## config.mk

```make
export PLATFORM = sky130hd
export DESIGN_NAME = dual_adc_average_percent_display
export DESIGN_NICKNAME = d
export VERILOG_FILES = /design/src/sv/adc_avg_pkg.sv /design/src/sv/adc_avg_ctrl.sv /design/src/sv/adc_avg_dp.sv /design/src/sv/dual_adc_average_percent_display.sv
export SDC_FILE = /design/constraint.sdc
export NUM_CORES = 1
export LEC_CHECK = 0
export BUFFER_PORTS_ARGS = -buffer_cell sky130_fd_sc_hd__buf_2
export CAP_MARGIN = 5
export CELL_PAD_IN_SITES_DETAIL_PLACEMENT = 0
export CELL_PAD_IN_SITES_GLOBAL_PLACEMENT = 2
export CORE_MARGIN = 8
export CORE_UTILIZATION = 40
export DETAILED_ROUTE_END_ITERATION = 10
export HOLD_SLACK_MARGIN = 0.08
export PLACE_DENSITY_LB_ADDON = 0.08
export SYNTH_ARGS = -nofsm -noshare
export SYNTH_HDL_FRONTEND = slang
export SYNTH_SLANG_ARGS = --single-unit
```

## constraint.sdc

```tcl
create_clock -name clk -period 6.9 [get_ports clk]
set_input_delay 0.345 -clock clk [delete_from_list [all_inputs] [get_ports clk]]
set_output_delay 0.345 -clock clk [all_outputs]
set_load 0.005 [all_outputs]
```

## src/sv/adc_avg_pkg.sv

```systemverilog
// Shared types, constants and digit helpers for the dual ADC averager.
// No dependencies; used by adc_avg_ctrl, adc_avg_dp and the top level.
package adc_avg_pkg;

  localparam int ADC_BITS  = 12;
  localparam int PCT_BITS  = 7;
  localparam int CHAR_W    = 6;
  // Step counter covers the longer of the two divide loops
  localparam int STEP_W    = $clog2(ADC_BITS);

  localparam logic [ADC_BITS-1:0] AVG_LIMIT = ADC_BITS'(999);
  localparam logic [PCT_BITS-1:0] PCT_MAX   = PCT_BITS'(99);
  localparam logic [PCT_BITS-1:0] PCT_SCALE = PCT_BITS'(100);

  localparam logic [CHAR_W-1:0] CHAR_SPACE = CHAR_W'(32);
  localparam logic [CHAR_W-1:0] CHAR_DASH  = CHAR_W'(45);
  localparam logic [CHAR_W-1:0] CHAR_ZERO  = CHAR_W'(48);

  typedef struct packed {
    logic                func;
    logic [ADC_BITS-1:0] sample_a;
    logic [ADC_BITS-1:0] sample_b;
  } item_t;

  typedef struct packed {
    logic [ADC_BITS-1:0] average_a;
    logic [ADC_BITS-1:0] average_b;
    logic [PCT_BITS-1:0] percent_diff;
    logic [CHAR_W-1:0]   char_0;
    logic [CHAR_W-1:0]   char_1;
    logic [CHAR_W-1:0]   char_2;
    logic [CHAR_W-1:0]   char_3;
    logic [CHAR_W-1:0]   char_4;
    logic [CHAR_W-1:0]   char_5;
    logic [CHAR_W-1:0]   char_6;
    logic [CHAR_W-1:0]   char_7;
  } result_t;

  typedef enum logic [2:0] {
    ST_IDLE,
    ST_DIV_AVG,
    ST_PCT_LOAD,
    ST_DIV_PCT,
    ST_FMT_HUND,
    ST_FMT_TENS
  } state_t;

  // Controller to datapath commands
  typedef struct packed {
    logic acc;       // add sample pair
    logic div_load;  // latch sums into divider, clear accumulators
    logic avg_step;  // one quotient bit of both averages
    logic pct_load;  // latch averages, set up percent divide
    logic pct_step;  // one quotient bit of the percent divide
    logic fmt_hund;  // hundreds digits and clamp
    logic out_load;  // load result register
  } cmd_t;

  // v / 100 for v < 1000 via reciprocal 41/4096
  function automatic logic [3:0] hund_digit(input logic [9:0] v);
    logic [15:0] prod;
    prod = {6'b0, v} * 16'd41;
    return prod[15:12];
  endfunction

  // r / 10 for r < 128 via reciprocal 205/2048
  function automatic logic [3:0] tens_digit(input logic [6:0] r);
    logic [14:0] prod;
    prod = {8'b0, r} * 15'd205;
    return prod[14:11];
  endfunction

endpackage

```

## src/sv/adc_avg_ctrl.sv

```systemverilog
// Sequencer for the dual ADC averager: request handshake, divide loops, result valid.
// Depends on adc_avg_pkg.
module adc_avg_ctrl (
  input  logic               clk,
  input  logic               rst,
  input  logic               item_valid,
  input  logic               item_func,
  output logic               item_ready,
  input  logic               result_ready,
  output logic               result_valid,
  output adc_avg_pkg::cmd_t  cmd
);
  import adc_avg_pkg::*;

  state_t            state, state_next;
  logic [STEP_W-1:0] step, step_next;
  logic              result_valid_next;

  // State, step counter and result valid registers
  always_ff @(posedge clk) begin
    if (rst) begin
      state        <= ST_IDLE;
      step         <= '0;
      result_valid <= 1'b0;
    end else begin
      state        <= state_next;
      step         <= step_next;
      result_valid <= result_valid_next;
    end
  end

  // Next state and commands
  always_comb begin
    state_next        = state;
    step_next         = step;
    cmd               = '0;
    item_ready        = 1'b0;
    result_valid_next = result_valid && !result_ready;
    case (state)
      ST_IDLE: begin
        item_ready = 1'b1;
        if (item_valid) begin
          if (item_func) begin
            cmd.div_load = 1'b1;
            step_next    = '0;
            state_next   = ST_DIV_AVG;
          end else begin
            cmd.acc = 1'b1;
          end
        end
      end
      ST_DIV_AVG: begin
        cmd.avg_step = 1'b1;
        step_next    = step + 1'b1;
        if (step == STEP_W'(ADC_BITS - 1)) begin
          state_next = ST_PCT_LOAD;
        end
      end
      ST_PCT_LOAD: begin
        cmd.pct_load = 1'b1;
        step_next    = '0;
        state_next   = ST_DIV_PCT;
      end
      ST_DIV_PCT: begin
        cmd.pct_step = 1'b1;
        step_next    = step + 1'b1;
        if (step == STEP_W'(PCT_BITS - 1)) begin
          state_next = ST_FMT_HUND;
        end
      end
      ST_FMT_HUND: begin
        cmd.fmt_hund = 1'b1;
        state_next   = ST_FMT_TENS;
      end
      ST_FMT_TENS: begin
        // wait for the result register to be free
        if (!result_valid || result_ready) begin
          cmd.out_load      = 1'b1;
          result_valid_next = 1'b1;
          state_next        = ST_IDLE;
        end
      end
      default: begin
        state_next = ST_IDLE;
      end
    endcase
  end

endmodule

```

## src/sv/adc_avg_dp.sv

```systemverilog
// Datapath of the dual ADC averager: accumulators, two restoring dividers,
// decimal formatting and the result register. Depends on adc_avg_pkg.
module adc_avg_dp #(
  parameter int COUNT_BITS = 16
) (
  input  logic                  clk,
  input  logic                  rst,
  input  adc_avg_pkg::item_t    item,
  input  adc_avg_pkg::cmd_t     cmd,
  output adc_avg_pkg::result_t  result
);
  import adc_avg_pkg::*;

  localparam int SUM_W = ADC_BITS + COUNT_BITS;
  localparam int PN_W  = ADC_BITS + PCT_BITS;
  localparam logic [COUNT_BITS-1:0] COUNT_MAX = '1;

  // Accumulator state
  logic [SUM_W-1:0]      sum_a, sum_b;
  logic [COUNT_BITS-1:0] sample_count;

  // Average divider
  logic [COUNT_BITS-1:0] rem_a, rem_b, div_cnt;
  logic [ADC_BITS-1:0]   quo_a, quo_b;
  logic                  cnt_zero;

  // Percent divider
  logic [ADC_BITS-1:0]   avg_a, avg_b, prem, pdiv;
  logic [PCT_BITS-1:0]   plow, pct;
  logic                  big_zero;

  // Formatting
  logic                  over_a, over_b;
  logic [3:0]            hund_a, hund_b;
  logic [6:0]            rest_a, rest_b;

  // Step and load helpers
  logic [COUNT_BITS:0]   ta, tb, dext;
  logic                  ge_a, ge_b;
  logic [ADC_BITS:0]     tp, pext;
  logic                  ge_p;
  logic [ADC_BITS-1:0]   avg_a_v, avg_b_v, big, dif;
  logic [PN_W-1:0]       scaled;
  logic [3:0]            tens_a, tens_b, unit_a, unit_b, tens_p, unit_p;
  logic [6:0]            pct_ext;
  result_t               result_next;

  // Sums and count
  always_ff @(posedge clk) begin
    if (rst || cmd.div_load) begin
      sum_a        <= '0;
      sum_b        <= '0;
      sample_count <= '0;
    end else if (cmd.acc && sample_count != COUNT_MAX) begin
      sum_a        <= sum_a + SUM_W'(item.sample_a);
      sum_b        <= sum_b + SUM_W'(item.sample_b);
      sample_count <= sample_count + 1'b1;
    end
  end

  // One restoring step for each average
  always_comb begin
    dext = {1'b0, div_cnt};
    ta   = {rem_a, quo_a[ADC_BITS-1]};
    tb   = {rem_b, quo_b[ADC_BITS-1]};
    ge_a = ta >= dext;
    ge_b = tb >= dext;
  end

  // Quotient fits ADC_BITS, so the high part of the sum starts as remainder
  always_ff @(posedge clk) begin
    if (cmd.div_load) begin
      rem_a    <= sum_a[SUM_W-1:ADC_BITS];
      rem_b    <= sum_b[SUM_W-1:ADC_BITS];
      quo_a    <= sum_a[ADC_BITS-1:0];
      quo_b    <= sum_b[ADC_BITS-1:0];
      div_cnt  <= sample_count;
      cnt_zero <= (sample_count == '0);
    end else if (cmd.avg_step) begin
      rem_a <= ge_a ? COUNT_BITS'(ta - dext) : ta[COUNT_BITS-1:0];
      rem_b <= ge_b ? COUNT_BITS'(tb - dext) : tb[COUNT_BITS-1:0];
      quo_a <= {quo_a[ADC_BITS-2:0], ge_a};
      quo_b <= {quo_b[ADC_BITS-2:0], ge_b};
    end
  end

  // Averages, larger one and scaled difference
  always_comb begin
    avg_a_v = cnt_zero ? '0 : quo_a;
    avg_b_v = cnt_zero ? '0 : quo_b;
    if (avg_a_v > avg_b_v) begin
      big = avg_a_v;
      dif = avg_a_v - avg_b_v;
    end else begin
      big = avg_b_v;
      dif = avg_b_v - avg_a_v;
    end
    scaled = PN_W'(dif) * PN_W'(PCT_SCALE);
    pext   = {1'b0, pdiv};
    tp     = {prem, plow[PCT_BITS-1]};
    ge_p   = tp >= pext;
  end

  // Percent divide: quotient is at most 100, so PCT_BITS steps suffice
  always_ff @(posedge clk) begin
    if (cmd.pct_load) begin
      avg_a    <= avg_a_v;
      avg_b    <= avg_b_v;
      prem     <= scaled[PN_W-1:PCT_BITS];
      plow     <= scaled[PCT_BITS-1:0];
      pdiv     <= big;
      big_zero <= (big == '0);
    end else if (cmd.pct_step) begin
      prem <= ge_p ? ADC_BITS'(tp - pext) : tp[ADC_BITS-1:0];
      plow <= {plow[PCT_BITS-2:0], ge_p};
    end
  end

  // Hundreds digits and clamp
  always_ff @(posedge clk) begin
    if (cmd.fmt_hund) begin
      over_a <= avg_a > AVG_LIMIT;
      over_b <= avg_b > AVG_LIMIT;
      hund_a <= hund_digit(avg_a[9:0]);
      hund_b <= hund_digit(avg_b[9:0]);
      rest_a <= 7'(avg_a[9:0] - 10'({6'b0, hund_digit(avg_a[9:0])} * 10'd100));
      rest_b <= 7'(avg_b[9:0] - 10'({6'b0, hund_digit(avg_b[9:0])} * 10'd100));
      if (big_zero) begin
        pct <= '0;
      end else begin
        pct <= (plow > PCT_MAX) ? PCT_MAX : plow;
      end
    end
  end

  // Tens and units, character assembly
  always_comb begin
    pct_ext = 7'(pct);
    tens_a  = tens_digit(rest_a);
    tens_b  = tens_digit(rest_b);
    tens_p  = tens_digit(pct_ext);
    unit_a  = 4'(rest_a - 7'({3'b0, tens_a} * 7'd10));
    unit_b  = 4'(rest_b - 7'({3'b0, tens_b} * 7'd10));
    unit_p  = 4'(pct_ext - 7'({3'b0, tens_p} * 7'd10));

    result_next.average_a    = avg_a;
    result_next.average_b    = avg_b;
    result_next.percent_diff = pct;

    if (over_a) begin
      result_next.char_0 = CHAR_DASH;
      result_next.char_1 = CHAR_DASH;
      result_next.char_2 = CHAR_DASH;
    end else begin
      result_next.char_0 = (hund_a == '0) ? CHAR_SPACE : CHAR_ZERO + CHAR_W'(hund_a);
      result_next.char_1 = (hund_a == '0 && tens_a == '0) ? CHAR_SPACE
                                                         : CHAR_ZERO + CHAR_W'(tens_a);
      result_next.char_2 = CHAR_ZERO + CHAR_W'(unit_a);
    end

    if (over_b) begin
      result_next.char_3 = CHAR_DASH;
      result_next.char_4 = CHAR_DASH;
      result_next.char_5 = CHAR_DASH;
    end else begin
      result_next.char_3 = (hund_b == '0) ? CHAR_SPACE : CHAR_ZERO + CHAR_W'(hund_b);
      result_next.char_4 = (hund_b == '0 && tens_b == '0) ? CHAR_SPACE
                                                         : CHAR_ZERO + CHAR_W'(tens_b);
      result_next.char_5 = CHAR_ZERO + CHAR_W'(unit_b);
    end

    result_next.char_6 = (tens_p == '0) ? CHAR_SPACE : CHAR_ZERO + CHAR_W'(tens_p);
    result_next.char_7 = CHAR_ZERO + CHAR_W'(unit_p);
  end

  // Result register
  always_ff @(posedge clk) begin
    if (cmd.out_load) begin
      result <= result_next;
    end
  end

endmodule

```

## src/sv/dual_adc_average_percent_display.sv

```systemverilog
// Sample request: one per cycle while idle, no result.
// Update request: after acceptance run the 12 average divide steps, the percent
// load, the 7 percent divide steps and the two format states; the result loads
// when the result register is free, and the next request is taken the cycle after it loads.
// Reset (synchronous, active high) clears sums, count, state and result valid.
module dual_adc_average_percent_display #(
  parameter int COUNT_BITS = 16
) (
  input  logic                  clk,
  input  logic                  rst,
  input  logic                  item_valid,
  output logic                  item_ready,
  input  adc_avg_pkg::item_t    item,
  output logic                  result_valid,
  input  logic                  result_ready,
  output adc_avg_pkg::result_t  result
);
  import adc_avg_pkg::*;

  cmd_t cmd;

  adc_avg_ctrl u_ctrl (
    .clk          (clk),
    .rst          (rst),
    .item_valid   (item_valid),
    .item_func    (item.func),
    .item_ready   (item_ready),
    .result_ready (result_ready),
    .result_valid (result_valid),
    .cmd          (cmd)
  );

  adc_avg_dp #(
    .COUNT_BITS (COUNT_BITS)
  ) u_dp (
    .clk    (clk),
    .rst    (rst),
    .item   (item),
    .cmd    (cmd),
    .result (result)
  );

  // An update request blocks further requests while it is worked on
  a_update_busy: assert property (@(posedge clk) disable iff (rst)
    item_valid && item_ready && item.func |=> !item_ready)
    else $error("request taken during update");

  // Difference is clamped
  a_pct_clamp: assert property (@(posedge clk) disable iff (rst)
    result_valid |-> result.percent_diff <= PCT_MAX)
    else $error("percent difference above clamp");

  // Overrange average A shows dashes
  a_dash: assert property (@(posedge clk) disable iff (rst)
    result_valid && result.average_a > AVG_LIMIT |->
      result.char_0 == CHAR_DASH && result.char_2 == CHAR_DASH)
    else $error("overrange average not dashed");

endmodule
```

=== After elaboration in Yosys (flattened, before gate mapping) ===
Cells that the tools add are included.

* Flip-flop bits (word level): 319
* Output and inout port bits: 81

* Add/sub/neg operators: 22
* $mul: 11
* Magnitude comparators: 7
* Equal/unequal tests: 13
* Mux-type cells: 46
* Reductions and logical operators: 27

{| class="wikitable"
|+ Operator list
! kind !! number
|-
| 12-bit two-way mux || 11
|-
| 16-bit two-way mux || 6
|-
| 28-bit by 12-bit adder with 28-bit output || 2
|-
| 5-bit by 5-bit adder with 6-bit output, first input constant || 8
|-
| 7-bit by 8-bit multiplier with 15-bit output, second input constant || 3
|-
| 12-bit subtractor || 3
|-
| 17-bit by 16-bit greater-or-equal comparator with 1-bit output || 2
|-
| 10-bit by 6-bit multiplier with 16-bit output, second input constant || 2
|-
| 16-bit subtractor || 2
|-
| 12-bit by 10-bit greater-than comparator with 1-bit output, second input constant || 2
|-
| 4-bit two-way mux || 6
|-
| 7-bit two-way mux || 3
|-
| 4-bit zero test || 5
|-
| 3-bit case mux with 6 select lines || 1
|-
| 12-bit by 5-bit multiplier with 17-bit output, second input constant || 1
|-
| 16-bit by 1-bit adder with 16-bit output, second input constant || 1
|-
| 16-bit zero test || 1
|-
| 16-bit inequality test, second input constant || 1
|-
| 3-bit two-way mux || 5
|-
| 7-bit subtractor || 2
|-
| 13-bit by 12-bit greater-or-equal comparator with 1-bit output || 1
|-
| 12-bit greater-than comparator || 1
|-
| 12-bit zero test || 1
|-
| 4-bit by 3-bit multiplier with 3-bit output, second input constant || 3
|-
| 23 further kinds || 53
|}

=== Longest topological paths before layout ===
Gate-level depths: netlist of the first run.

* Depth in word-level cells: 5
* Gate-level depth with buffers: 30
* Depth with buffers taken out: 28

=== Modules after synthesis ===
Synthesis of the first run repeated with hierarchy kept, for this count alone.

* Cell total of the unflattened synthesis: 2,122
* Area total of the unflattened synthesis: 21,695.8 um2

{| class="wikitable"
|+ Modules (own cells, without submodules)
! module !! instances !! cells each !! area each (um2) !! sequential area each (um2)
|-
| adc_avg_dp || 1 || 2,063 || 21,174.1 || 8,298.0
|-
| adc_avg_ctrl || 1 || 59 || 521.8 || 160.2
|}

=== Worst setup path after synthesis of the first run ===
OpenSTA, ideal clock, no wires.

* Path kind: flip-flop to flip-flop
* From: register u_dp.cnt_zero
* To: register u_dp.prem[11] (data pin)
* Setup time: 0.270 ns
* Arrival time: 5.777 ns
* Data required time: 6.630 ns
* Path slack: 0.853 ns
* Stages on the path, launching flop included: 31
* Path buffers: 3
* Period minus slack after synthesis: 6.047 ns
* Cell sequence: edfxtp_1 > buf_2 > clkbuf_1 > nand2b_1 > inv_1 > ha_1 > inv_1 > fa_1 > a21o_1 > a221oi_2 > o21ai_2 > a21oi_2 > or2_1 > buf_4 > mux2i_1 > xnor2_1 > ha_1 > ha_1 > inv_1 > fa_1 > inv_1 > ha_1 > a21o_1 > a21oi_1 > o21ai_0 > a31oi_1 > nor2b_1 > o21a_1 > o41ai_1 > xor2_1 > o21ai_0

* Longest elaborated chain between the ends: 5
* Elaborated cells between the ends (all ways): 8
* Those cells by class: 2 x add/sub; 1 x mul; 1 x order compare; 4 x mux

{| class="wikitable"
|+ Ends and longest elaborated chain
! what !! line !! text
|-
| from (decl) || adc_avg_dp.sv:25 || <nowiki>logic cnt_zero;</nowiki>
|-
| from (signal assigned) || adc_avg_dp.sv:78 || <nowiki>cnt_zero <= (sample_count == '0);</nowiki>
|-
| 12-bit two-way mux (*) || adc_avg_dp.sv:90 || <nowiki>avg_b_v = cnt_zero ? '0 : quo_b;</nowiki>
|-
| net u_dp.avg_b_v[0] || adc_avg_dp.sv:42 || <nowiki>logic [ADC_BITS-1:0] avg_a_v, avg_b_v, big, dif;</nowiki>
|-
| 12-bit subtractor, or another cell as far along || adc_avg_dp.sv:96 || <nowiki>dif = avg_b_v - avg_a_v;</nowiki>
|-
| 12-bit two-way mux (*) || adc_avg_dp.sv:91 || <nowiki>if (avg_a_v > avg_b_v) begin</nowiki>
|-
| 12-bit by 5-bit multiplier with 17-bit output (*) || adc_avg_dp.sv:98 || <nowiki>scaled = PN_W'(dif) * PN_W'(PCT_SCALE);</nowiki>
|-
| 12-bit two-way mux (*) || adc_avg_dp.sv:106 || <nowiki>if (cmd.pct_load) begin</nowiki>
|-
| to (signal assigned) || adc_avg_dp.sv:109 || <nowiki>prem <= scaled[PN_W-1:PCT_BITS];</nowiki>
|-
| to (signal assigned) || adc_avg_dp.sv:114 || <nowiki>prem <= ge_p ? ADC_BITS'(tp - pext) : tp[ADC_BITS-1:0];</nowiki>
|-
| to (decl) || adc_avg_dp.sv:28 || <nowiki>logic [ADC_BITS-1:0] avg_a, avg_b, prem, pdiv;</nowiki>
|}

Mark *: on every way through the listed nets, which the timed path passes. The rest lies on a longest branch.
A chain may end at the register's enable or synchronous reset.

=== Worst setup path in the final report of the first run ===
Same ends and word-level chain as after synthesis.

==> results of run 1 <==
## cells in the final DEF, fill, tap and decap left out, drive strengths merged, types with 9 or more instances in the layout
| cell | n |
|---|---|
| ha | 313 |
| inv | 242 |
| edfxtp | 227 |
| nor2 | 182 |
| nand2 | 177 |
| a21oi | 142 |
| buf | 120 |
| xnor2 | 87 |
| o21ai | 83 |
| dfxtp | 82 |
| xor2 | 66 |
| clkbuf | 52 |
| fa | 51 |
| nand3 | 44 |
| nor3 | 44 |
| a21o | 38 |
| nor2b | 37 |
| nand2b | 31 |
| nand4 | 23 |
| and3 | 23 |
| or2 | 22 |
| a211oi | 20 |
| a31oi | 19 |
| mux2i | 19 |
| nor4 | 16 |
| o21a | 16 |
| and2 | 12 |
| clkinv | 12 |
| or3 | 10 |
| o31ai | 10 |
| conb | 9 |
## power groups by stage
stage | clock (uW) | sequential (uW) | combinational (uW)
final | 2040 | 2320 | 3490
after global routing | 2170 | 2340 | 4020
after CTS | 2110 | 2320 | 3520
after detailed placement | 0 | 2360 | 3480
after global placement | 0 | 2360 | 3460
after floorplan | 0 | 2320 | 2770
## kinds of logic (layout without fill, tap and decap cells)
family                     count (synthesis)  after routing  synth area share (%)
other                                      1              9               0.01714
DFF                                      309            309                 38.65
adders and majority gates                364            364                 22.56
xor gates and xnor gates                 153            153                 6.123
AOI/OAI and AO/OA                        402            402                 11.72
muxes                                     27             27                 1.298
buffers and inverters                    305            432                 5.557
and+or+nand+nor                          645            645                 14.07
## worst min-delay path by stage
stage	from	end	slack (ps)	cells past startpoint
final	rst	u_ctrl.state[2]$_SDFFE_PP0P_	120	2
after global routing	rst	u_ctrl.state[2]$_SDFFE_PP0P_	110	2
after CTS	rst	u_ctrl.state[2]$_SDFFE_PP0P_	80	2
after detailed placement	u_dp.sum_a[0]$_SDFFE_PP0P_	u_dp.sum_a[0]$_SDFFE_PP0P_	470	2
after global placement	u_dp.sum_a[0]$_SDFFE_PP0P_	u_dp.sum_a[0]$_SDFFE_PP0P_	470	2
after floorplan	u_dp.avg_b[11]$_DFFE_PP_	u_dp.result[66]$_DFFE_PP_	430	0
## registers in the layout, summed over array words and instances, names as in the netlist, 16 cells and up
name / flops
u_dp.rem_b: 16
u_dp.div_cnt: 16
u_dp.rem_a: 16
u_dp.sample_count: 16
u_dp.sum_b: 28
u_dp.result: 69
u_dp.sum_a: 28
## final cells by class
class                      count  area, sq um
clock buffer                  52         1076
clock inverter                19        192.7
fill                        5169        29460
inverter                     241        904.6
multi-input combinational   1600        12310
sequential                   309         8458
tap                          696        870.8
timing repair buffer         120        650.6
## per-layer routing
metal / routed length, microns / up-vias / global-route usage [%]
met5: 0 / - / 0
met4: 1305 / 0 / 5.235
met3: 2362 / 69 / 2.983
met2: 23480 / 259 / 26.78
met1: 26050 / 7359 / 23.36
li1: - / 7957 / -
## through the flow
step	instances	power (uW)	worst slack [ps]	hold WS, ps	cell area [sq um]
after detailed placement	2965	5843	378.8	471.0	23180
final	3037	7847	528.8	122.1	24460
after CTS	3036	7954	363.8	81.41	24440
after global routing	3037	8527	40.99	112.5	24460
after global placement	2965	5821	489.1	468.2	23180
after floorplan	2214	5092	853.1	427.2	21910
## critical path, delay by kind of cell (launching register included)
kind                       cells  cell delay, ps
buffers and inverters          3             330
xor gates and xnor gates       2             420
adders and majority gates      5            1870
DFF                            1             460
AOI/OAI and AO/OA             10            2020
and+or+nand+nor                6            1000
## what timing repair did
item / 4_1_cts / 5_1_grt
gates resized for setup: 0 / 2
endpoints found under the setup margin: 0 / 1
setup buffers: 0 / 1
==> results.cfg, run 1 <==
[power]
p_int_uw = 4948
switching_power_uw = 2899
vdd_drop_max_uv = 213.7
leakage_uw = 0.01074
swShare_pct = 36.95
combPwrFrac_pct = 44.5
power_density_nw_per_um2 = 320.8
seqPwrFrac_pct = 29.5
clkPwrFrac_pct = 26.0

[synth]
synth_top_cell_area_share_pct = 31.15
synth-edff-count = 227
yosysWarnings = 0
yosys.area.top_type = edfxtp_1
synthCells = 2206
ys_ff_latch = 309
synth.distinct_cells = 80
synth-main-ff-cell = edfxtp_1
synthTopCellsByArea = edfxtp_1 (31%), ha_1 (18%), dfxtp_1 (7.5%)
async_flop_share_pct = 0
synthMostInstantiatedCell = ha_1
synthesis.area_sq_um = 21880
ys_seq_area_share_pct = 38.65
synth_common_cells = ha_1 (313), inv_1 (241), edfxtp_1 (227), nor2_1 (181), nand2_1 (177)
avgSynthCellArea_sq_um = 9.920

[routing]
drt_iter0_drc = 798
via_count = 15644
drtAntennaViolNets = 0
drc = 0
wirelength_mm = 53.19
drt_first_pass_iters = 5
viasPerCell = 5.151
post_drt_wl_per_cell_microns = 17.51

[placement]
port_buffers = 100
dpl.hpwl_mm = 41.23
routabilityCongestion = 0.8640

[cells_and_area]
diodes = 0
post-route-util_pct = 45.37
fin_nets = 2704
layout-drive-gt1-share_pct = 10.04
syn_to_final_growth_pct = 11.79

[setup_path]
r2r_cells = 26
arrival_ps = 6660
cp-end-kind = flop
startpoint = u_dp.cnt_zero$_DFFE_PP_
path_common_cell = ha_1
worstSetupEndpoint = u_dp.prem[11]$_DFFE_PP_
critPathKind = reg -> reg
cp_max_fo = 20
critPathSlowestCell = fa_1
required_ps = 7190
critPathLaunchType = flop
rr_endpoint = u_dp.prem[11]$_DFFE_PP_
rrSetupSlack_ps = 530
slowest_delay_ps = 530
worstReg2RegStart = u_dp.cnt_zero$_DFFE_PP_

[clock_tree]
cts_root_buffer = clkbuf_16
clk_path_buf_depth = 3
cts_num_sinks = 309
tritoncts = done
clk_pin_slew_ps = 60
h-tree-depth = 2
clk_latency_ps = 560
hold_buffers = 0
cts_made_buffers = 39

[global_routing]
grt_pass1_vias = 15618
grt_usage_pct = 16.92
grt_max_degree = 69
grt-ovfl-total = 0
grt_first_pass_wirelength_mm = 86.08
antenna_found_initial = 0

[timing]
setup_tns_ps = 0
setup_viol = 0
timing_max_transition_violations_final = 0
min_period_ps = 6371
fmax_mhz = 157.0
fin_crit_sh_pct = 92.34
finClkSkew_ps = 20.99
maxSlewHeadroom_pct = 17.55
hold_viol = 0
rsz0062_at_grt = no
worstMarginPinSlew_ps = 1235

[floorplan]
fp.dieH_microns = 249.9
row_count = 85
ios = 110
die_w_microns = 249.9
start_util_pct = 40.58
dieArea_sq_um = 62450
core_sq_um = 53920

[min_path]
hold_path_class = in -> reg

[run]
maxCapViolations = 0

[outcome]
status = complete, no violations
No activity file was read; power rests on OpenSTA's default activity.
==> run 2, diff against run 1 <==
- HOLD_SLACK_MARGIN: 0.08 -> 0.1
- MAX_ROUTING_LAYER: not set -> met4
==> run 2 against run 1 <==
- global-route usage rose by 0.50 points
- largest power group unchanged
- critical endpoint unchanged
- via count is essentially flat
- setup slack gained 18 ps
- clock-buffer cell count is the same
- routed wire length up 0.12%
- non-clock buffer count is 1 higher
- critical path depth unchanged
- fmax grew 0.28%
==> results.cfg, run 2 (synthesis results as in run 1) <==
[outcome]
status = complete, no violations

[cells_and_area]
final_cell_mix = ha_1 (313), inv_1 (240), edfxtp_1 (227)
fin_cells = 3038
syn_to_final_growth_pct = 11.84
fin_nets = 2705
diodes = 0
post-route-util_pct = 45.39
layout-drive-gt1-share_pct = 10.03
top_regs = u_dp.result x69, u_dp.sum_a x28, u_dp.sum_b x28
regMostFlops = u_dp.result
layout_commonest_cell = ha_1
postLayoutCellArea_sq_um = 24470
largest_reg_flops = 69

[floorplan]
ios = 110
core_sq_um = 53920
row_count = 85
die_w_microns = 249.9
fp.dieH_microns = 249.9
start_util_pct = 40.58
dieArea_sq_um = 62450

[global_routing]
grt_first_pass_wirelength_mm = 86.15
antenna_found_initial = 0
grt_max_degree = 69
grt-ovfl-total = 0
grt_usage_pct = 17.42
grt_pass1_vias = 15629

[routing]
via_count = 15653
viasPerCell = 5.152
drtAntennaViolNets = 0
post_drt_wl_per_cell_microns = 17.53
drc = 0
drt_iter0_drc = 781
drt_first_pass_iters = 5
wirelength_mm = 53.26

[clock_tree]
tritoncts = done
cts_num_sinks = 309
cts_root_buffer = clkbuf_16
clk_pin_slew_ps = 60
h-tree-depth = 2
clk_path_buf_depth = 3
cts_made_buffers = 39
clk_latency_ps = 560

[timing]
fmax_mhz = 157.4
maxSlewHeadroom_pct = 19.90
worstMarginPinSlew_ps = 1200
layout_setup_ws_ps = 546.6
hold_viol = 0
setup_viol = 0
finClkSkew_ps = 21.82
fin_crit_sh_pct = 92.08
min_period_ps = 6353
rsz0062_at_grt = no
timing_max_transition_violations_final = 0
setup_tns_ps = 0

[run]
maxCapViolations = 0

[min_path]
hold_path_class = in -> reg

[power]
vdd_drop_max_uv = 213.8
power_density_nw_per_um2 = 321.1
leakage_uw = 0.01074

[setup_path]
cp_max_fo = 20
required_ps = 7190
arrival_ps = 6640
critPathLaunchType = flop
critPathKind = reg -> reg
cp-end-kind = flop
rrSetupSlack_ps = 550

[placement]
place_area_sq_um = 23180
dpl.hpwl_mm = 41.23
port_buffers = 100
dp_cells = 2965
routabilityCongestion = 0.8780
pre_cts_ws_ps = 378.8
## run 2: cell type report
type | instances | area [sq um]
clock buffers | 52 | 1076
well taps | 696 | 870.8
multi-input cells | 1600 | 12310
clock inverters | 19 | 192.7
flip-flops and latches | 309 | 8458
repair buffers | 121 | 660.6
inverters | 241 | 904.6
fillers | 5168 | 29450
## run 2: worst max-delay path, stage by stage, from the launching register on
cell	delay (ps)
edfxtp_1	460
buf_4	240
nor2b_1	320
ha_1	400
and3_1	220
a221oi_2	310
o21ai_2	90
a21oi_2	240
nor2_2	140
a211oi_1	240
a21oi_1	60
a221oi_1	310
xnor2_1	240
ha_1	310
ha_1	280
inv_1	50
fa_1	530
inv_1	40
ha_1	340
nor3_1	160
nor2_1	70
a31oi_1	250
nor2b_1	80
o21a_1	200
o41ai_2	240
xor2_1	180
o21ai_0	80
## run 2: through the flow
step,total power (uW),hold slack (ps)
2_1_floorplan,5092,427.2
3_3_place_gp,5821,468.2
3_5_place_dp,5843,471.0
4_1_cts,7954,130.6
5_1_grt,8527,181.0
6_report,7858,181.8
## run 2: metal layers
| layer | GRT usage (%) | share of wire [%] |
|---|---|---|
| met5 | - | 0 |
| met2 | 26.76 | 44 |
| met1 | 23.47 | 49 |
| met3 | 2.879 | 3.9 |
| met4 | 5.235 | 2.4 |
## run 2: power breakdown
part / internal [uW] / leakage, uW / total [uW] / switching [uW]
clock: 1210 / 0.000616 / 2040 / 831
combinational: 1520 / 0.00737 / 3490 / 1980
sequential: 2220 / 0.00276 / 2320 / 99.9
## run 2: what timing repair did
| action | CTS | global route |
|---|---|---|
| resized for setup | 0 | 2 |
| buffers inserted | 0 | 1 |
| hold buffers | 1 | 0 |
| setup endpoints to repair | 0 | 1 |
| endpoints found under the hold margin | 3 | 0 |
## run 2: final timing paths
path	from	end	cells past startpoint
worst max-delay path	u_dp.cnt_zero$_DFFE_PP_	u_dp.prem[11]$_DFFE_PP_	26
worst min-delay path	result_ready	u_ctrl.result_valid$_SDFF_PP0_	3
worst max register to register	u_dp.cnt_zero$_DFFE_PP_	u_dp.prem[11]$_DFFE_PP_	26
worst min register to register	u_dp.sum_a[0]$_SDFFE_PP0P_	u_dp.sum_a[0]$_SDFFE_PP0P_	2
